--- src/design/ftcal_pkg.sv ---
// shared types, constants and coefficient table of the force/torque calibration core
package ftcal_pkg;

   localparam int NUM_AXES         = 6;
   localparam int AXIS_W           = $clog2(NUM_AXES);
   localparam int GAUGE_W          = 16;
   localparam int VOLT_W           = 32;
   localparam int FORCE_W          = 32;
   localparam int VAZ_W            = 29;
   localparam int VPC_W            = 25;
   localparam int COEF_W           = 24;
   localparam int TARE_SUM_W       = 36;
   localparam int CSR_DATA_W       = 29;
   localparam int CSR_IDX_W        = 1;
   localparam int FIFO_DEPTH       = 2;
   localparam int FRAC_SHIFT       = 26;
   localparam int ADC_BITS_DEF     = 16;
   localparam int TARE_SAMPLES_DEF = 10;

   localparam logic signed [VAZ_W-1:0] VAZ_RESET = -29'sd167772160;
   localparam logic [VPC_W-1:0]        VPC_RESET = 25'd5120;

   typedef enum logic [CSR_IDX_W-1:0] {
      CSR_VOLT_AT_ZERO   = 1'b0,
      CSR_VOLT_PER_COUNT = 1'b1
   } csr_index_type;

   typedef logic signed [VOLT_W-1:0] volt_type;
   typedef volt_type [NUM_AXES-1:0]  volt_vec_type;
   typedef logic signed [COEF_W-1:0] coef_type;

   // one converted frame on its way from front to back
   typedef struct packed {
      volt_vec_type volt;
      logic         is_tare;
      logic         is_last;
   } frame_entry_type;

   // calibration over gain in Q5.18, rounded half away from zero
   localparam longint COEF_SCALE = 64'sd2621440000;
   localparam longint G_FXY      = 64'sd22730008410;
   localparam longint G_FZ       = 64'sd11786833324;
   localparam longint G_TXY      = 64'sd3645857669;
   localparam longint G_TZ       = 64'sd3148403468;
   localparam longint G_FXY_H    = G_FXY / 2;
   localparam longint G_FZ_H     = G_FZ / 2;
   localparam longint G_TXY_H    = G_TXY / 2;
   localparam longint G_TZ_H     = G_TZ / 2;

   localparam coef_type COEF_ROM [NUM_AXES][NUM_AXES] = '{
      '{ 24'(( 64'sd6105    * COEF_SCALE + G_FXY_H) / G_FXY),
         24'((-64'sd19672   * COEF_SCALE - G_FXY_H) / G_FXY),
         24'((-64'sd179433  * COEF_SCALE - G_FXY_H) / G_FXY),
         24'(( 64'sd3770342 * COEF_SCALE + G_FXY_H) / G_FXY),
         24'(( 64'sd206223  * COEF_SCALE + G_FXY_H) / G_FXY),
         24'((-64'sd3752904 * COEF_SCALE - G_FXY_H) / G_FXY) },
      '{ 24'(( 64'sd202210  * COEF_SCALE + G_FXY_H) / G_FXY),
         24'((-64'sd4483887 * COEF_SCALE - G_FXY_H) / G_FXY),
         24'((-64'sd140611  * COEF_SCALE - G_FXY_H) / G_FXY),
         24'(( 64'sd2112528 * COEF_SCALE + G_FXY_H) / G_FXY),
         24'((-64'sd140373  * COEF_SCALE - G_FXY_H) / G_FXY),
         24'(( 64'sd2229920 * COEF_SCALE + G_FXY_H) / G_FXY) },
      '{ 24'((-64'sd2217321 * COEF_SCALE - G_FZ_H) / G_FZ),
         24'((-64'sd29397   * COEF_SCALE - G_FZ_H) / G_FZ),
         24'((-64'sd2209094 * COEF_SCALE - G_FZ_H) / G_FZ),
         24'((-64'sd75540   * COEF_SCALE - G_FZ_H) / G_FZ),
         24'((-64'sd2246264 * COEF_SCALE - G_FZ_H) / G_FZ),
         24'((-64'sd83756   * COEF_SCALE - G_FZ_H) / G_FZ) },
      '{ 24'(( 64'sd86343   * COEF_SCALE + G_TXY_H) / G_TXY),
         24'(( 64'sd62380   * COEF_SCALE + G_TXY_H) / G_TXY),
         24'((-64'sd3757811 * COEF_SCALE - G_TXY_H) / G_TXY),
         24'((-64'sd173684  * COEF_SCALE - G_TXY_H) / G_TXY),
         24'(( 64'sd3928231 * COEF_SCALE + G_TXY_H) / G_TXY),
         24'(( 64'sd142668  * COEF_SCALE + G_TXY_H) / G_TXY) },
      '{ 24'(( 64'sd4345049 * COEF_SCALE + G_TXY_H) / G_TXY),
         24'(( 64'sd61411   * COEF_SCALE + G_TXY_H) / G_TXY),
         24'((-64'sd2170741 * COEF_SCALE - G_TXY_H) / G_TXY),
         24'((-64'sd41397   * COEF_SCALE - G_TXY_H) / G_TXY),
         24'((-64'sd2331255 * COEF_SCALE - G_TXY_H) / G_TXY),
         24'((-64'sd147309  * COEF_SCALE - G_TXY_H) / G_TXY) },
      '{ 24'(( 64'sd44082   * COEF_SCALE + G_TZ_H) / G_TZ),
         24'((-64'sd2253919 * COEF_SCALE - G_TZ_H) / G_TZ),
         24'(( 64'sd148699  * COEF_SCALE + G_TZ_H) / G_TZ),
         24'((-64'sd2163087 * COEF_SCALE - G_TZ_H) / G_TZ),
         24'(( 64'sd143589  * COEF_SCALE + G_TZ_H) / G_TZ),
         24'((-64'sd2234803 * COEF_SCALE - G_TZ_H) / G_TZ) }
   };

   localparam logic signed [63:0] SAT_MAX = 64'sd2147483647;
   localparam logic signed [63:0] SAT_MIN = -64'sd2147483648;

   function automatic logic signed [31:0] sat32(input logic signed [63:0] x);
      logic signed [31:0] r;
      if (x > SAT_MAX) begin
         r = 32'sh7FFFFFFF;
      end else if (x < SAT_MIN) begin
         r = 32'sh80000000;
      end else begin
         r = x[31:0];
      end
      return r;
   endfunction

endpackage

--- src/design/ftcal_fifo.sv ---
// short frame queue between the front and back ends
module ftcal_fifo
   import ftcal_pkg::*;
(
   input  logic            clock,
   input  logic            reset,
   input  logic            push,
   input  frame_entry_type push_entry,
   input  logic            pop,
   output frame_entry_type head,
   output logic            full,
   output logic            empty
);

   localparam int PTR_W = $clog2(FIFO_DEPTH);
   localparam int CNT_W = $clog2(FIFO_DEPTH + 1);

   frame_entry_type   mem_ff [FIFO_DEPTH];
   logic [PTR_W-1:0]  wr_ptr_ff, wr_ptr_in;
   logic [PTR_W-1:0]  rd_ptr_ff, rd_ptr_in;
   logic [CNT_W-1:0]  count_ff, count_in;

   assign full  = (count_ff == CNT_W'(FIFO_DEPTH));
   assign empty = (count_ff == '0);
   assign head  = mem_ff[rd_ptr_ff];

   always_comb begin
      wr_ptr_in = push ? wr_ptr_ff + 1'b1 : wr_ptr_ff;
      rd_ptr_in = pop ? rd_ptr_ff + 1'b1 : rd_ptr_ff;
      count_in  = count_ff + CNT_W'(push) - CNT_W'(pop);
   end

   always_ff @(posedge clock) begin
      if (reset) begin
         wr_ptr_ff <= '0;
         rd_ptr_ff <= '0;
         count_ff  <= '0;
      end else begin
         wr_ptr_ff <= wr_ptr_in;
         rd_ptr_ff <= rd_ptr_in;
         count_ff  <= count_in;
      end
      if (push) begin
         mem_ff[wr_ptr_ff] <= push_entry;
      end
   end

`ifndef NO_ASSERTIONS
   a_no_push_full: assert property (@(posedge clock) disable iff (reset) push |-> !full)
      else $error("frame pushed into full queue");
   a_no_pop_empty: assert property (@(posedge clock) disable iff (reset) pop |-> !empty)
      else $error("frame popped from empty queue");
   a_count_range: assert property (@(posedge clock) disable iff (reset)
      count_ff <= CNT_W'(FIFO_DEPTH))
      else $error("queue count out of range");
`endif

endmodule

--- config.mk ---
export PLATFORM = sky130hd
export DESIGN_NAME = ftcal_fifo
export DESIGN_NICKNAME = d
export VERILOG_FILES = /design/src/design/ftcal_pkg.sv /design/src/design/ftcal_fifo.sv
export SDC_FILE = /design/constraint.sdc
export NUM_CORES = 1
export LEC_CHECK = 0
export BUFFER_PORTS_ARGS = -buffer_cell sky130_fd_sc_hd__buf_4
export CAP_MARGIN = 10
export CORE_MARGIN = 3
export CORE_UTILIZATION = 30
export DETAILED_ROUTE_END_ITERATION = 7
export SLEW_MARGIN = 40
export SYNTH_ARGS = -nofsm -noshare
export SYNTH_HDL_FRONTEND = slang
export SYNTH_SLANG_ARGS = --single-unit
--- constraint.sdc ---
create_clock -name clock -period 32.2 [get_ports clock]
set_clock_uncertainty 0.2 [all_clocks]
set_input_delay 3.22 -clock clock [delete_from_list [all_inputs] [get_ports clock]]
set_output_delay 3.22 -clock clock [all_outputs]
set_load 0.01 [all_outputs]
* Word-level counts from Yosys, hierarchy flattened
Memories as Yosys holds them, arrays and structs flattened. A register that Yosys moved wholly into a read port is not among the register bits. Index checks and enable logic that the tools add are counted.
Storage, ports and cells: bits in read-only memories 0, memories 1, bits in registers 4, bits in writable memories 388, input port bits 198, output and inout bits 196, latch bits 0
Operators by class: add/subtract/negate cells 4, multiplexer cells 4, order comparisons 0, div/mod/pow operators 0, shift-type cells 0, eq/ne operators 1, reductions and logical operators 1, multiply operators 0, bitwise logic cells 0
Memory list:
- mem_ff | words 2, width 194, read ports 1, clocked after Yosys merged registers in 1, write ports 1, line ftcal_fifo.sv:18 | frame_entry_type mem_ff [FIFO_DEPTH];
Operators by type and width (number):
- 2-to-1 mux 1 bit | 4
- adder 1 bit, second input constant | 2
- adder 2 x 1 -> 2 bit | 1
- == test 2 bit, second input constant | 1
- zero test 2 bit | 1
- subtractor 2 x 1 -> 2 bit | 1

* Logic depth before layout (Yosys ltp)
word-level depth 3, depth in mapped cells 6

* Least setup slack after synthesis
OpenSTA, ideal clock, no wires.
path kind input -> register, start in push, end mem mem_ff[0][0] (netlist name), enable pin, setup slack 19.638 ns, path buffers 0, data arrival time 11.587 ns, library setup time 0.775 ns, stages 1, path through nor2b_1
On the way: word-level cells in the longest chain between the ends 2
RTL lines:
- start, declared | line ftcal_fifo.sv:7 | input logic push,
- 2-to-1 mux 1 bit | line ftcal_fifo.sv:43 | if (push) begin
- 2-to-1 mux 1 bit (implied by the code) | line ftcal_fifo.sv:44 | mem_ff[wr_ptr_ff] <= push_entry;
- end, declared | line ftcal_fifo.sv:18
No other way between the ends.

==> results.toml <==
[die]
dieArea_sq_um = 52300
fp.coreArea_sq_um = 48300
ioPinCount = 394
num_rows = 80
die_y_microns = 229
die_w_microns = 229
initial_core_util_pct = 30.8

[cts]
clkSlewWorstSetupHoldPaths_ns = 0.06
clk_latency_ns = 0.53
cts_made_buffers = 42
cts_buffer_depth = 3
cts.sinks = 393
post_cts_buffers = 0
root_buffer = "clkbuf_16"
hold_buffers = 0
cts_tree = "built"
cts.repair.resized = 0
htreeDepth = 2

[cells_and_area]
regArea_sq_um = 11800
nFillCells = 4385
multiInputGateArea_sq_um = 2900
fin_nets = 1250
design_area_sq_um = 19900
final_core_util_pct = 41.1
area_growth_pct = 33.4
drive_above_1_share_pct = 60.6
diodes = 0

[min_path]
hold_path.class = "flop to flop"

[global_routing]
grt.met1_usage_pct = 13.0
met2_usage_pct = 20.7
grt.busiest_layer = "met2"
grt_pass1_wl_microns = 47700
grt_max_degree = 73
grt_pass1_vias = 7960
antenna_found_initial = 1
grt_util_met3_pct = 4.55
groute.usage.overall_pct = 11.9
grt_overflow = 0

[run_status]
status = "complete, no violations"

[worst_setup_path]
slowest_delay_ns = 0.82
critical_path.top_delay_family = "buffers and inverters"
criticalPathCategory = "flop to output port"
required_ns = 28.78
cp.arrival_ns = 3.36
cp_cell_sequence = "buf_4, buf_6, mux2_4, buf_4"
critPathLaunchType = "flop"
critPathMaxFanout = 49
crit_path_end_kind = "output port"
slowest_stage = "dfxtp_4"
worst-path-buf-inv = 3
cpMostUsedCell = "buf_4"

[place]
io_buffers = 393
place_hpwl_microns = 22200
gp_congestion = 0.747
place_area_sq_um = 18500

[routing]
vias = 7317
viasPerCell = 4.22
wirelength_microns = 32000
ant_nets = 0
drt_pass1_iterations = 4
drcViolationCount = 0
wl_per_cell_microns = 18.5
drt_iter0_markers = 329

[power_and_ir_drop]
cellPowerDensity_nw_per_um2 = 61.9
p_leak_nw = 7.66
ir_drop_v = 0.0000401
fin_total_pwr_mw = 1.23

[sta]
period_share_pct = 21.1
rsz0062_at_grt = "false"
slew_headroom_pct = 44.6
max_freq_mhz = 148
setup_tns_ns = 0
fin_crit_ns = 6.78
hold_violations = 0
final-max-slew-violation-count = 0
finalSetupViolCount = 0
worst_pin_slew_ns = 0.830

[synth]
syn-cell-area_sq_um = 14900
ys_seq_elements = 393
synth_area_leader_cell = "edfxtp_1"
async_reset_ff_share_pct = 0
synth.most_common_cell = "edfxtp_1"
syn_area_per_cell_sq_um = 23.8
synth_common_cells = "edfxtp_1 (388), mux2_4 (160), mux2_2 (34)"
syn_nets = 825
synth_area_leaders = "edfxtp_1 (78%), mux2_4 (16%), mux2_2 (2.6%)"
synth-edff-count = 388
synth_cell_types = 14
synth_ff_type = "edfxtp_1"
yosysSeqAreaShare_pct = 78.9
synthCells = 625
synth_top_cell_area_share_pct = 78.3
yosys_warnings = 0

[flow_run]
cap_viol_max_count = 0
-- layout make-up --
type / instances / area share [%]
Clock buffer: 55 / 5.86
Clock inverter: 18 / 0.788
Inverter: 2 / 0.0378
Multi-Input combinational cell: 208 / 14.6
Sequential cell: 393 / 59.2
Tap cell: 656 / 4.13
Timing Repair Buffer: 403 / 15.4
-- state kept, by name, summed over array words and instances, names as in the netlist, named ones only --
name	cells
count_ff	2
mem_ff	388
rd_ptr_ff	1
wr_ptr_ff	1
-- layout by cell type (no fill, tap or decap), types with 3 or more instances in the layout --
cell type / n
buf_4: 397
edfxtp_1: 388
mux2_4: 160
clkbuf_16: 45
mux2_2: 34
clkbuf_1: 10
clkinv_1: 9
nor2_1: 5
clkinv_2: 5
buf_6: 5
dfxtp_1: 4
bufinv_16: 3
-- worst paths after layout --
check             from        endpoint  slack [ns]  cells after the start
max               flop        head[60]       25.42                      4
min          rd_ptr_ff            flop        0.31                      2
min reg2reg  rd_ptr_ff            flop        0.31                      2
max reg2reg  wr_ptr_ff  mem_ff[1][106]       29.32                      3
-- through the flow --
stage               setup slack (ns)  hold slack, ns  instances
floorplan                      19.64           0.280        625
global placement               25.80           0.291       1661
detailed placement             25.78           0.302       1662
CTS                            25.17           0.316       1735
global route                   25.24           0.339       1735
finish                         25.42           0.309       1735
-- power by group --
| group | leakage [nW] | internal, mW | switching (mW) | total, mW |
|---|---|---|---|---|
| logic | 3.34 | 0.0911 | 0.0691 | 0.160 |
| registers | 3.68 | 0.598 | 0.0109 | 0.609 |
| clock network | 0.643 | 0.277 | 0.182 | 0.459 |
-- layer usage --
layer	up-vias	wire, microns
met5	-	20
met4	2	1050
met3	67	2680
met2	277	16200
met1	3635	12100
li1	3336	-
-- logic make-up (layout without fill, tap and decap cells) --
kind of cell               after synthesis  after routing  synth area share, %
muxes                                  194            194                 18.7
DFF                                    393            393                 78.9
buffers and inverters                   24            478                 1.61
and+or+nand+nor                          9              9                0.294
adders and majority gates                2              2                0.168
xor gates and xnor gates                 3              3                0.269
-- tightest hold or removal path: cells and delay by family (launching register included) --
family	cells	cell delay [ns]
xor+xnor	1	0.08
simple gates	1	0.07
flops	1	0.32
No activity file was read; power rests on OpenSTA's default activity.
