<file path="src/design/ftcal_pkg.sv">
// shared types, constants and coefficient table of the force/torque calibration core
package ftcal_pkg;

   localparam int NUM_AXES         = 6;
   localparam int AXIS_W           = $clog2(NUM_AXES);
   localparam int GAUGE_W          = 16;
   localparam int VOLT_W           = 32;
   localparam int FORCE_W          = 32;
   localparam int VAZ_W            = 29;
   localparam int VPC_W            = 25;
   localparam int COEF_W           = 24;
   localparam int TARE_SUM_W       = 36;
   localparam int CSR_DATA_W       = 29;
   localparam int CSR_IDX_W        = 1;
   localparam int FIFO_DEPTH       = 2;
   localparam int FRAC_SHIFT       = 26;
   localparam int ADC_BITS_DEF     = 16;
   localparam int TARE_SAMPLES_DEF = 10;

   localparam logic signed [VAZ_W-1:0] VAZ_RESET = -29'sd167772160;
   localparam logic [VPC_W-1:0]        VPC_RESET = 25'd5120;

   typedef enum logic [CSR_IDX_W-1:0] {
      CSR_VOLT_AT_ZERO   = 1'b0,
      CSR_VOLT_PER_COUNT = 1'b1
   } csr_index_type;

   typedef logic signed [VOLT_W-1:0] volt_type;
   typedef volt_type [NUM_AXES-1:0]  volt_vec_type;
   typedef logic signed [COEF_W-1:0] coef_type;

   // one converted frame on its way from front to back
   typedef struct packed {
      volt_vec_type volt;
      logic         is_tare;
      logic         is_last;
   } frame_entry_type;

   // calibration over gain in Q5.18, rounded half away from zero
   localparam longint COEF_SCALE = 64'sd2621440000;
   localparam longint G_FXY      = 64'sd22730008410;
   localparam longint G_FZ       = 64'sd11786833324;
   localparam longint G_TXY      = 64'sd3645857669;
   localparam longint G_TZ       = 64'sd3148403468;
   localparam longint G_FXY_H    = G_FXY / 2;
   localparam longint G_FZ_H     = G_FZ / 2;
   localparam longint G_TXY_H    = G_TXY / 2;
   localparam longint G_TZ_H     = G_TZ / 2;

   localparam coef_type COEF_ROM [NUM_AXES][NUM_AXES] = '{
      '{ 24'(( 64'sd6105    * COEF_SCALE + G_FXY_H) / G_FXY),
         24'((-64'sd19672   * COEF_SCALE - G_FXY_H) / G_FXY),
         24'((-64'sd179433  * COEF_SCALE - G_FXY_H) / G_FXY),
         24'(( 64'sd3770342 * COEF_SCALE + G_FXY_H) / G_FXY),
         24'(( 64'sd206223  * COEF_SCALE + G_FXY_H) / G_FXY),
         24'((-64'sd3752904 * COEF_SCALE - G_FXY_H) / G_FXY) },
      '{ 24'(( 64'sd202210  * COEF_SCALE + G_FXY_H) / G_FXY),
         24'((-64'sd4483887 * COEF_SCALE - G_FXY_H) / G_FXY),
         24'((-64'sd140611  * COEF_SCALE - G_FXY_H) / G_FXY),
         24'(( 64'sd2112528 * COEF_SCALE + G_FXY_H) / G_FXY),
         24'((-64'sd140373  * COEF_SCALE - G_FXY_H) / G_FXY),
         24'(( 64'sd2229920 * COEF_SCALE + G_FXY_H) / G_FXY) },
      '{ 24'((-64'sd2217321 * COEF_SCALE - G_FZ_H) / G_FZ),
         24'((-64'sd29397   * COEF_SCALE - G_FZ_H) / G_FZ),
         24'((-64'sd2209094 * COEF_SCALE - G_FZ_H) / G_FZ),
         24'((-64'sd75540   * COEF_SCALE - G_FZ_H) / G_FZ),
         24'((-64'sd2246264 * COEF_SCALE - G_FZ_H) / G_FZ),
         24'((-64'sd83756   * COEF_SCALE - G_FZ_H) / G_FZ) },
      '{ 24'(( 64'sd86343   * COEF_SCALE + G_TXY_H) / G_TXY),
         24'(( 64'sd62380   * COEF_SCALE + G_TXY_H) / G_TXY),
         24'((-64'sd3757811 * COEF_SCALE - G_TXY_H) / G_TXY),
         24'((-64'sd173684  * COEF_SCALE - G_TXY_H) / G_TXY),
         24'(( 64'sd3928231 * COEF_SCALE + G_TXY_H) / G_TXY),
         24'(( 64'sd142668  * COEF_SCALE + G_TXY_H) / G_TXY) },
      '{ 24'(( 64'sd4345049 * COEF_SCALE + G_TXY_H) / G_TXY),
         24'(( 64'sd61411   * COEF_SCALE + G_TXY_H) / G_TXY),
         24'((-64'sd2170741 * COEF_SCALE - G_TXY_H) / G_TXY),
         24'((-64'sd41397   * COEF_SCALE - G_TXY_H) / G_TXY),
         24'((-64'sd2331255 * COEF_SCALE - G_TXY_H) / G_TXY),
         24'((-64'sd147309  * COEF_SCALE - G_TXY_H) / G_TXY) },
      '{ 24'(( 64'sd44082   * COEF_SCALE + G_TZ_H) / G_TZ),
         24'((-64'sd2253919 * COEF_SCALE - G_TZ_H) / G_TZ),
         24'(( 64'sd148699  * COEF_SCALE + G_TZ_H) / G_TZ),
         24'((-64'sd2163087 * COEF_SCALE - G_TZ_H) / G_TZ),
         24'(( 64'sd143589  * COEF_SCALE + G_TZ_H) / G_TZ),
         24'((-64'sd2234803 * COEF_SCALE - G_TZ_H) / G_TZ) }
   };

   localparam logic signed [63:0] SAT_MAX = 64'sd2147483647;
   localparam logic signed [63:0] SAT_MIN = -64'sd2147483648;

   function automatic logic signed [31:0] sat32(input logic signed [63:0] x);
      logic signed [31:0] r;
      if (x > SAT_MAX) begin
         r = 32'sh7FFFFFFF;
      end else if (x < SAT_MIN) begin
         r = 32'sh80000000;
      end else begin
         r = x[31:0];
      end
      return r;
   endfunction

endpackage

</file>
<file path="src/design/ftcal_front.sv">
// front end: accepts gauge frames, converts counts to volts, tags tare frames
module ftcal_front
   import ftcal_pkg::*;
#(
   parameter int ADC_BITS     = ADC_BITS_DEF,
   parameter int TARE_SAMPLES = TARE_SAMPLES_DEF
) (
   input  logic                          clock,
   input  logic                          reset,
   input  logic                          in_valid,
   output logic                          in_ready,
   input  logic [NUM_AXES*GAUGE_W-1:0]   in_data,
   input  logic signed [VAZ_W-1:0]       volt_at_zero,
   input  logic [VPC_W-1:0]              volt_per_count,
   input  logic                          q_full,
   output logic                          q_push,
   output frame_entry_type               q_entry
);

   localparam int TCW    = $clog2(TARE_SAMPLES + 1);
   localparam int CMP_W  = (ADC_BITS > GAUGE_W) ? ADC_BITS : GAUGE_W;
   localparam int PROD_W = GAUGE_W + VPC_W;
   localparam int SUM_W  = PROD_W + 1;
   localparam logic [CMP_W-1:0] TOP_COUNT = CMP_W'((64'd1 << ADC_BITS) - 64'd2);

   typedef enum logic [1:0] {F_IDLE, F_CONV, F_PUSH} front_state_type;

   front_state_type             state_ff, state_in;
   logic [NUM_AXES*GAUGE_W-1:0] frame_ff, frame_in;
   logic [AXIS_W-1:0]           idx_ff, idx_in;
   logic                        pvld_ff, pvld_in;
   logic [AXIS_W-1:0]           pidx_ff, pidx_in;
   logic [PROD_W-1:0]           prod_ff, prod_in;
   volt_vec_type                volt_ff, volt_in;
   logic [TCW-1:0]              tare_cnt_ff, tare_cnt_in;

   logic [GAUGE_W-1:0]          cnt_raw;
   logic [GAUGE_W-1:0]          cnt_clamped;
   logic signed [SUM_W-1:0]     volt_sum;

   always_comb begin
      cnt_raw = frame_ff[idx_ff*GAUGE_W +: GAUGE_W];
      if (cnt_raw == '0) begin
         cnt_clamped = GAUGE_W'(1);
      end else if (CMP_W'(cnt_raw) > TOP_COUNT) begin
         cnt_clamped = GAUGE_W'(TOP_COUNT);
      end else begin
         cnt_clamped = cnt_raw;
      end
      volt_sum = $signed({1'b0, prod_ff}) + SUM_W'(volt_at_zero);
   end

   always_comb begin
      state_in    = state_ff;
      frame_in    = frame_ff;
      idx_in      = idx_ff;
      pvld_in     = 1'b0;
      pidx_in     = idx_ff;
      prod_in     = PROD_W'(cnt_clamped) * PROD_W'(volt_per_count);
      volt_in     = volt_ff;
      tare_cnt_in = tare_cnt_ff;
      in_ready    = 1'b0;
      q_push      = 1'b0;

      if (pvld_ff) begin
         volt_in[pidx_ff] = sat32(64'(volt_sum));
      end

      unique case (state_ff)
         F_IDLE: begin
            in_ready = 1'b1;
            if (in_valid) begin
               frame_in = in_data;
               idx_in   = '0;
               state_in = F_CONV;
            end
         end
         F_CONV: begin
            pvld_in = 1'b1;
            if (idx_ff == AXIS_W'(NUM_AXES - 1)) begin
               state_in = F_PUSH;
            end else begin
               idx_in = idx_ff + 1'b1;
            end
         end
         F_PUSH: begin
            // last voltage lands the cycle after the last product
            if (!pvld_ff && !q_full) begin
               q_push   = 1'b1;
               state_in = F_IDLE;
               if (tare_cnt_ff < TCW'(TARE_SAMPLES)) begin
                  tare_cnt_in = tare_cnt_ff + 1'b1;
               end
            end
         end
         default: state_in = F_IDLE;
      endcase
   end

   assign q_entry.volt    = volt_ff;
   assign q_entry.is_tare = (tare_cnt_ff < TCW'(TARE_SAMPLES));
   assign q_entry.is_last = (tare_cnt_ff == TCW'(TARE_SAMPLES - 1));

   always_ff @(posedge clock) begin
      if (reset) begin
         state_ff    <= F_IDLE;
         pvld_ff     <= 1'b0;
         tare_cnt_ff <= '0;
      end else begin
         state_ff    <= state_in;
         pvld_ff     <= pvld_in;
         tare_cnt_ff <= tare_cnt_in;
      end
      frame_ff <= frame_in;
      idx_ff   <= idx_in;
      pidx_ff  <= pidx_in;
      prod_ff  <= prod_in;
      volt_ff  <= volt_in;
   end

endmodule

</file>
<file path="config.mk">
export PLATFORM = sky130hd
export DESIGN_NAME = ftcal_front
export DESIGN_NICKNAME = d
export VERILOG_FILES = /design/src/design/ftcal_pkg.sv /design/src/design/ftcal_front.sv
export SDC_FILE = /design/constraint.sdc
export NUM_CORES = 1
export LEC_CHECK = 0
export BUFFER_PORTS_ARGS = -buffer_cell sky130_fd_sc_hd__buf_4
export CELL_PAD_IN_SITES_DETAIL_PLACEMENT = 0
export CELL_PAD_IN_SITES_GLOBAL_PLACEMENT = 1
export CORE_ASPECT_RATIO = 0.7
export CORE_MARGIN = 5
export CORE_UTILIZATION = 40
export CTS_CLUSTER_SIZE = 14
export DETAILED_ROUTE_END_ITERATION = 12
export GPL_TIMING_DRIVEN = 1
export PLACE_DENSITY_LB_ADDON = 0.1
export RECOVER_POWER = 50
export SLEW_MARGIN = 5
export SYNTH_ARGS = -nofsm -noshare
export SYNTH_HDL_FRONTEND = slang
export SYNTH_SLANG_ARGS = --single-unit
</file>
<file path="constraint.sdc">
create_clock -name clock -period 16.96 [get_ports clock]
set_clock_uncertainty 0.1 [all_clocks]
set_input_delay 0.848 -clock clock [delete_from_list [all_inputs] [get_ports clock]]
set_output_delay 0.848 -clock clock [all_outputs]
set_load 0.01 [all_outputs]
</file>
Word-level counts from Yosys, hierarchy flattened
Index checks and enable logic that the tools add are counted.
{"block": "totals", "out_inout_bits": 196, "in_bits": 154, "regBits": 342, "wordCells": 62}
{"block": "op_classes", "reduce_logical": 11, "addsub": 3, "muxes": 19, "shifts": 1, "eq_ne": 8, "magnitude_cmp": 6, "multipliers": 1}
{"cell": "192-bit bitwise mux", "n": 1}
{"cell": "32-bit two-way mux", "n": 4}
{"cell": "32-bit demux with 3-bit select", "n": 1}
{"cell": "96-bit by 8-bit variable part select with 16-bit output", "n": 1}
{"cell": "42-bit by 29-bit adder with 42-bit output", "n": 1}
{"cell": "42-bit by 32-bit greater-than comparator with 1-bit output, second input constant", "n": 1}
{"cell": "42-bit by 32-bit < comparator with 1-bit output, second input constant", "n": 1}
{"cell": "16-bit by 25-bit multiplier with 41-bit output", "n": 1}
{"cell": "16-bit two-way mux", "n": 2}
{"cell": "16-bit greater-than comparator, second input constant", "n": 1}
{"cell": "16-bit zero test", "n": 1}
{"cell": "3-bit AND reduction", "n": 3}
{"cell": "2-bit != test, second input constant", "n": 4}
{"cell": "2-bit two-way mux", "n": 3}
{"cell": "3-bit two-way mux", "n": 2}
{"cell": "2-bit one-hot mux with 3 select lines", "n": 1}
{"cell": "3-bit one-hot mux with 2 select lines", "n": 1}
{"cell": "4-bit by 1-bit adder with 4-bit output, second input constant", "n": 1}
{"cell": "4-bit == test, second input constant", "n": 1}
{"cell": "3-bit by 4-bit < comparator with 1-bit output, second input constant", "n": 1}
{"cell": "4-bit < comparator, second input constant", "n": 1}
{"cell": "1-bit two-way mux", "n": 4}
{"cell": "3-bit by 1-bit adder with 3-bit output, second input constant", "n": 1}
{"cell": "3-bit == test, second input constant", "n": 1}
{"cell": "8 further kinds", "n": 10}

Longest topological paths before layout
Gate-level depths: netlist of the first run.
{"block": "depth", "word_depth": 6, "depth_mapped": 30, "depth_no_buf": 27}

Least setup slack after synthesis of the first run
No wires, ideal clock.
{"block": "synth_path", "path_type": "flip-flop to flip-flop", "start": "register idx_ff[0]", "end": "register prod_ff[34]", "setup_slack_ps": 9204, "required_time_ps": 16788, "setup_ps": 72, "stages_incl_launch_ff": 29, "arrival_time_ps": 7584, "synth_period_minus_slack_ps": 7756, "path_buffers": 3, "path_cell_list": "edfxtp_1 > buf_2 > buf_2 > mux4_2 > nand2_1 > o21ai_1 > clkbuf_1 > and2_1 > fa_1 > inv_1 > fa_1 > fa_1 > fa_1 > inv_1 > fa_1 > inv_1 > fa_1 > inv_1 > ha_1 > a21o_1 > a21o_1 > a221o_1 > and2_1 > nor2_1 > a211oi_1 > o31a_1 > o311a_1 > a311oi_1 > xnor2_1"}
{"block": "synth_via", "elab_chain_cells": 5, "word_cells_on_any_way": 6, "cone_classes": "mul: 1; order compare: 1; shift: 1; mux: 2; reduce/logical: 1"}
{"element": "start, declared", "line_no": "ftcal_front.sv:30", "rtl": "logic [AXIS_W-1:0] idx_ff, idx_in;"}
{"element": "start signal, assigned", "line_no": "ftcal_front.sv:115", "rtl": "idx_ff <= idx_in;"}
{"element": "96-bit by 8-bit variable part select with 16-bit output (*)", "line_no": "ftcal_front.sv:42", "rtl": "cnt_raw = frame_ff[idx_ff*GAUGE_W +: GAUGE_W];"}
{"element": "16-bit greater-than comparator", "line_no": "ftcal_front.sv:45", "rtl": "end else if (CMP_W'(cnt_raw) > TOP_COUNT) begin"}
{"element": "16-bit two-way mux", "line_no": "ftcal_front.sv:45"}
{"element": "16-bit two-way mux (*)", "line_no": "ftcal_front.sv:43", "rtl": "if (cnt_raw == '0) begin"}
{"element": "16-bit by 25-bit multiplier with 41-bit output (*)", "line_no": "ftcal_front.sv:59", "rtl": "prod_in = PROD_W'(cnt_clamped) * PROD_W'(volt_per_count);"}
{"element": "net prod_in[34]", "line_no": "ftcal_front.sv:33", "rtl": "logic [PROD_W-1:0] prod_ff, prod_in;"}
{"element": "end signal, assigned", "line_no": "ftcal_front.sv:117", "rtl": "prod_ff <= prod_in;"}
{"element": "end, declared", "line_no": "ftcal_front.sv:33"}
Mark *: on every way through the listed nets, which the timed path passes. The rest lies on a longest branch.
A chain may end at the register's enable or synchronous reset.

Worst setup path in the final report of the first run
{"block": "layout_path", "start": "register idx_ff[0]", "end": "register prod_ff[40]"}
The elaborated chain is that of the path after synthesis.

==> flow_summary.toml, run 1 <==
[outcome]
status = "finished, violations left"
violations = "max-capacitance violations, max-slew violations"

[floorplanning]
die_x_um = 318
initial_core_util_pct = 40.2
std_cell_rows = 79
die_h_um = 226
core_um2 = 66100
die_area_um2 = 71800
num_io_pins = 350

[synth]
synth_area_per_cell_um2 = 11.2
ys.flop_type = "edfxtp_1"
synth_nets = 3013
ys_async_sr_fraction_pct = 0
synth_cell_type_count = 76
synthMuxAreaShare_pct = 2.11
syn_area_um2 = 26600
synth-simple-area-share_pct = 12.6
synth_warnings = 0
synth_compound_area_share_pct = 7.67
synthXorXnorAreaFrac_pct = 2.40
synth_fa_ha_area_share_pct = 31.6
synth-seq-cells = 342
seq_area_frac_synth_pct = 36.7
synth-edff-count = 291
synth_cells = 2380
synth_top_family_by_area = "adder cells"

[global_routing]
grt_start_max_net_pins = 79
grt_overflow = 0
grt_usage_pct = 20.9
grt_pass1_vias = 19100
grt_pass1_wl_mm = 117
antenna_found_initial = 1

[sta]
period_minus_slack_ns = 10.05
final_max_slew_viol_count = 232
final-setup-viol-count = 0
slew_headroom_pct = -64.9
rsz0062_at_grt = "no"
finalSetupTns_ns = 0
tightest_slew_ns = 2.47
fmax_ghz = 0.0995
hold_violations = 0
period_share_pct = 59.3

[detailed_routing]
viasPerCell = 5.07
firstDrtPassIters = 7
wire_per_inst_um = 20.9
finalWirelength_mm = 75.3
vias = 18300
drc = 0
ant_nets = 0
detail_route.iter0.violations = 1254

[placement]
portBuffers = 349
place_hpwl_mm = 58.0
place.gp.congestion = 0.818

[min_path]
min_path_type = "register to register"
whs_path_depth = 0

[clocking]
cts.sinks = 342
numCtsBuffers = 30
cts_tree = "yes"
clkTransAtPathRegs_ns = 0.07
clockBufferDepth = 3
root_buffer = "clkbuf_16"
hold_buffers = 0
htreeDepth = 1
post_cts_resized = 0
clk_latency_ns = 0.56
cts_setup_buffers = 0

[critical_path]
cp_max_fo = 33
required_ns = 17.31
worstSetupPathType = "register to register"
worstSetupStartpointType = "register"
crit_path_end_kind = "register"
ff2ff_path_depth = 27
crit_arrival_ns = 10.40

[finish]
area_growth_pct = 15.4
layout.nets = 3322
drive_above_1_share_pct = 13.9

[flow_run]
maxCapViolCount = 7
worst max-delay path: stages, from the launching register on:
cell and delay, ns:
edfxtp_1 0.42, clkbuf_1 1.78, mux4_2 0.72, nand2_1 0.11, o21ai_2 0.06, buf_4 0.28
and2_1 0.24, fa_1 0.49, inv_1 0.05, fa_1 0.56, fa_1 0.44, fa_1 0.49
inv_1 0.05, fa_1 0.54, inv_1 0.06, fa_1 0.53, inv_1 0.04, ha_1 0.35
a21o_1 0.18, a21o_1 0.17, a221o_1 0.35, and2_1 0.16, nor2_1 0.37, a211oi_1 0.23
or3_1 0.47, a31oi_1 0.33, a31oi_1 0.15, xnor2_1 0.15
placed cells by master, fill, tap and decap left out, drive strengths merged, types with 4 or more instances in the layout:
cell,n
a211o,4
fa,321
mux4,16
nor3,15
and2,187
o21bai,7
o31ai,5
a21oi,72
nand2,295
buf,178
o41ai,4
ha,158
or3,6
nand4,27
o211ai,6
a211oi,10
nor2,81
and3,11
o21ai,90
xor2,23
nor2b,7
xnor2,49
a221oi,5
clkbuf,244
nand2b,8
dfxtp,51
mux2i,20
nand3,16
a31oi,6
inv,380
nand3b,4
a21o,44
or2,4
o21a,15
edfxtp,291
nor4,7
worst paths after layout:
check	start	end	slack (ns)
worst max-delay path	idx_ff[0]$_SDFFCE_PN0P_	prod_ff[40]$_DFF_P_	6.91
worst min-delay path	idx_ff[0]$_SDFFCE_PN0P_	pidx_ff[0]$_DFF_P_	0.38
worst max register to register	idx_ff[0]$_SDFFCE_PN0P_	prod_ff[40]$_DFF_P_	6.91
worst min register to register	idx_ff[0]$_SDFFCE_PN0P_	pidx_ff[0]$_DFF_P_	0.38
routing by layer:
metal | share of wire (%) | global-route usage, %
met1 | 46 | 30.2
met2 | 47 | 34.7
met3 | 4.8 | 2.95
met4 | 1.6 | 2.97
met5 | 0 | 0
per-stage QoR:
stage / area, µm² / worst slack (ns) / util (%) / std cells / hold WS (ns)
final: 30700 / 6.91 / 46.4 / 3602 / 0.376
after global routing: 30700 / 6.13 / 46.4 / 3602 / 0.349
after CTS: 31200 / 8.09 / 47.1 / 3601 / 0.325
after detailed placement: 30200 / 8.12 / 45.7 / 3548 / 0.356
after global placement: 30200 / 8.16 / 45.7 / 3548 / 0.347
after floorplan: 26600 / 9.20 / - / 2380 / 0.272
registers in the layout, summed over array words and instances (netlist names):
| register | cells |
|---|---|
| tare_cnt_ff | 4 |
| state_ff | 2 |
| prod_ff | 41 |
| pvld_ff | 1 |
| idx_ff | 3 |
| pidx_ff | 3 |
| frame_ff | 96 |
| q_entry | 192 |
area by class of cell:
| class | count | area (µm²) |
|---|---|---|
| Multi-Input combinational cell | 1563 | 15100 |
| Inverter | 375 | 1410 |
| Fill cell | 6285 | 35400 |
| Timing Repair Buffer | 377 | 2380 |
| Clock buffer | 45 | 860 |
| Clock inverter | 8 | 91.3 |
| Tap cell | 891 | 1110 |
| Antenna cell | 1 | 2.50 |
| Sequential cell | 342 | 9760 |
kinds of logic after synthesis:
kind of cell	after synthesis
AOI/OAI and AO/OA	295
adders and majority gates	479
DFF	342
muxes	36
and+or+nand+nor	681
xor gates and xnor gates	72
buffers and inverters	475
Yosys cell counts (all sizes together), types with 3 or more instances:
cell type  number  share of area [%]
and3           11               0.28
dfxtp          51                3.8
nor3           15               0.28
a211oi         10               0.28
inv           375                5.3
a211o           4               0.13
fa            321                 24
o21a           15               0.42
a31oi           6               0.14
a221oi          5               0.19
nand2b          8               0.19
or2             4              0.094
o21ai          90                2.1
o211a           3               0.11
buf            17               0.46
ha            158                7.4
o41ai           4               0.20
nand2         295                4.2
a221o           3               0.11
nor4            7               0.19
nor3b           3              0.085
xnor2          49                1.6
o31ai           5               0.16
xor2           23               0.76
or3             6               0.16
a21oi          72                1.4
and2          187                4.4
mux2i          20               0.75
edfxtp        291                 33
clkbuf         83                1.2
nand3b          4               0.11
o211ai          6               0.17
nor2b           7               0.16
nand4          27               0.64
nor2           81                1.2
nand3          16               0.30
a21o           44                1.2
o21bai          7               0.20
a41oi           3               0.13
mux4           16                1.4
Power of run 1 is not shown: default switching activity piles up to over one toggle a cycle in this logic, so the estimate is an artifact.
==> inputs of run 2 (changes only) <==
- clock period: 16.96 -> 9.85 ns (I/O delays scaled with it)
==> flow_summary.toml, run 2 (synthesis gave the netlist of run 1 again) <==
[sta]
tightest_slew_ns = 2.79
period_minus_slack_ns = 8.64
hold_violations = 0
period_share_pct = 87.7
slew_headroom_pct = -86.2
final-setup-viol-count = 0
fmax_ghz = 0.116
rsz0062_at_grt = "no"
finalSetupTns_ns = 0
final_max_slew_viol_count = 179

[global_routing]
antenna_found_initial = 2
grt_start_max_net_pins = 52
grt_pass1_vias = 19400
grt_pass1_wl_mm = 119
grt_usage_pct = 21.3
grt_overflow = 0

[floorplanning]
std_cell_rows = 79
core_um2 = 66100
die_x_um = 318
num_io_pins = 350
die_h_um = 226
initial_core_util_pct = 40.2
die_area_um2 = 71800

[clocking]
numCtsBuffers = 30
cts.sinks = 342
clockBufferDepth = 3
root_buffer = "clkbuf_16"
cts_tree = "yes"
htreeDepth = 1
clk_latency_ns = 0.56
clkTransAtPathRegs_ns = 0.07
cts_setup_buffers = 0

[min_path]
min_path_type = "input pin to register"
holdCritStartpoint = "reset"

[finish]
layout.nets = 3423
largest_reg_flops = 192
final_common_cell = "inv_1"
regArea_um2 = 9760
multi_input_area_um2 = 15100
mostFrequentLayoutCells = "375 x inv_1, 321 x fa_1, 295 x nand2_1"
drive_above_1_share_pct = 11.5
area_growth_pct = 18.2
stdcell_area_um2 = 31400
fillers = 6287

[critical_path]
worstSetupStartpointType = "register"
reg2reg_from = "idx_ff[1]$_SDFFCE_PN0P_"
setup.worst_path.start = "idx_ff[1]$_SDFFCE_PN0P_"
cp_max_fo = 20
crit_path_end_kind = "register"
worstSetupPathType = "register to register"
required_ns = 10.21
crit_arrival_ns = 8.99

[outcome]
violations = "max-capacitance violations, max-slew violations"
status = "finished, violations left"

[detailed_routing]
detail_route.iter0.violations = 1112
wire_per_inst_um = 20.9
ant_nets = 0
finalWirelength_mm = 77.3
firstDrtPassIters = 5
vias = 18700
drc = 0
viasPerCell = 5.06

[placement]
portBuffers = 349
place_hpwl_mm = 60.8
place.gp.congestion = 0.821
dpl-instance-area_um2 = 30300

[flow_run]
maxCapViolCount = 5
-- run 2: changes by cell type in the layout (fill, tap and decap cells not counted), sizes merged --
| cell | change |
|---|---|
| buf | -60 |
| clkinvlp | -1 |
| diode | +1 |
| dlygate4sd3 | +92 |
| inv | -3 |
| clkinv | +2 |
| clkbuf | +68 |
-- run 2: what timing repair did --
action / in CTS / in global routing
resized for setup: 0 / 0
hold buffers: 92 / 0
hold endpoints to repair: 92 / 0
-- run 2: path summary, 6_finish.rpt --
path	end	slack (ns)	cells after the start
max	prod_ff[40]$_DFF_P_	1.21	26
min	tare_cnt_ff[0]$_SDFFE_PP0P_	0.07	2
max reg2reg	prod_ff[40]$_DFF_P_	1.21	26
min reg2reg	pidx_ff[2]$_DFF_P_	0.39	0
-- run 2: routing by layer --
layer / vias to the layer above / share of wire, % / wire, µm / track usage (%)
met3: 92 / 5.4 / 4210 / 3.31
met1: 9479 / 47 / 36200 / 31.2
met5: - / 0 / 0 / 0
met2: 523 / 45 / 35100 / 34.0
met4: 0 / 2.3 / 1810 / 4.28
li1: 8615 / - / - / -
-- run 2: stage by stage --
step / utilization [%] / hold slack [ns] / cells / worst slack [ns]
final: 47.5 / 0.0744 / 3701 / 1.21
after global placement: 45.8 / 0.358 / 3557 / 1.48
after global routing: 47.5 / 0.0678 / 3701 / 0.760
after detailed placement: 45.8 / 0.377 / 3557 / 1.40
after floorplan: - / 0.272 / 2380 / 2.09
after CTS: 48.6 / 0.0000146 / 3699 / 1.38
-- run 2: worst max-delay path: stages, from the launching register on --
cell      delay, ns
edfxtp_1       0.35
clkbuf_1       0.85
mux4_2         0.38
nand2_1        0.07
o21ai_2        0.28
buf_4          0.39
nand2_1        0.12
fa_1           0.53
fa_1           0.44
fa_1           0.48
fa_1           0.51
inv_1          0.06
fa_1           0.53
inv_1          0.06
fa_1           0.53
inv_1          0.04
ha_1           0.35
a21o_1         0.18
a21o_1         0.17
a221o_1        0.36
and2_1         0.16
nor2_1         0.27
a211oi_1       0.19
or3_1          0.45
a31oi_1        0.34
a31oi_1        0.15
xnor2_1        0.15
-- run 2: layout make-up --
class                   count  area share, %
multi-input cells        1563           48.0
diodes                      2         0.0159
flip-flops and latches    342           31.1
clock inverters             6          0.271
inverters                 375           4.48
well taps                 891           3.55
repair buffers            478           9.95
clock buffers              44           2.66
Power of run 2 is left out for the same reason.
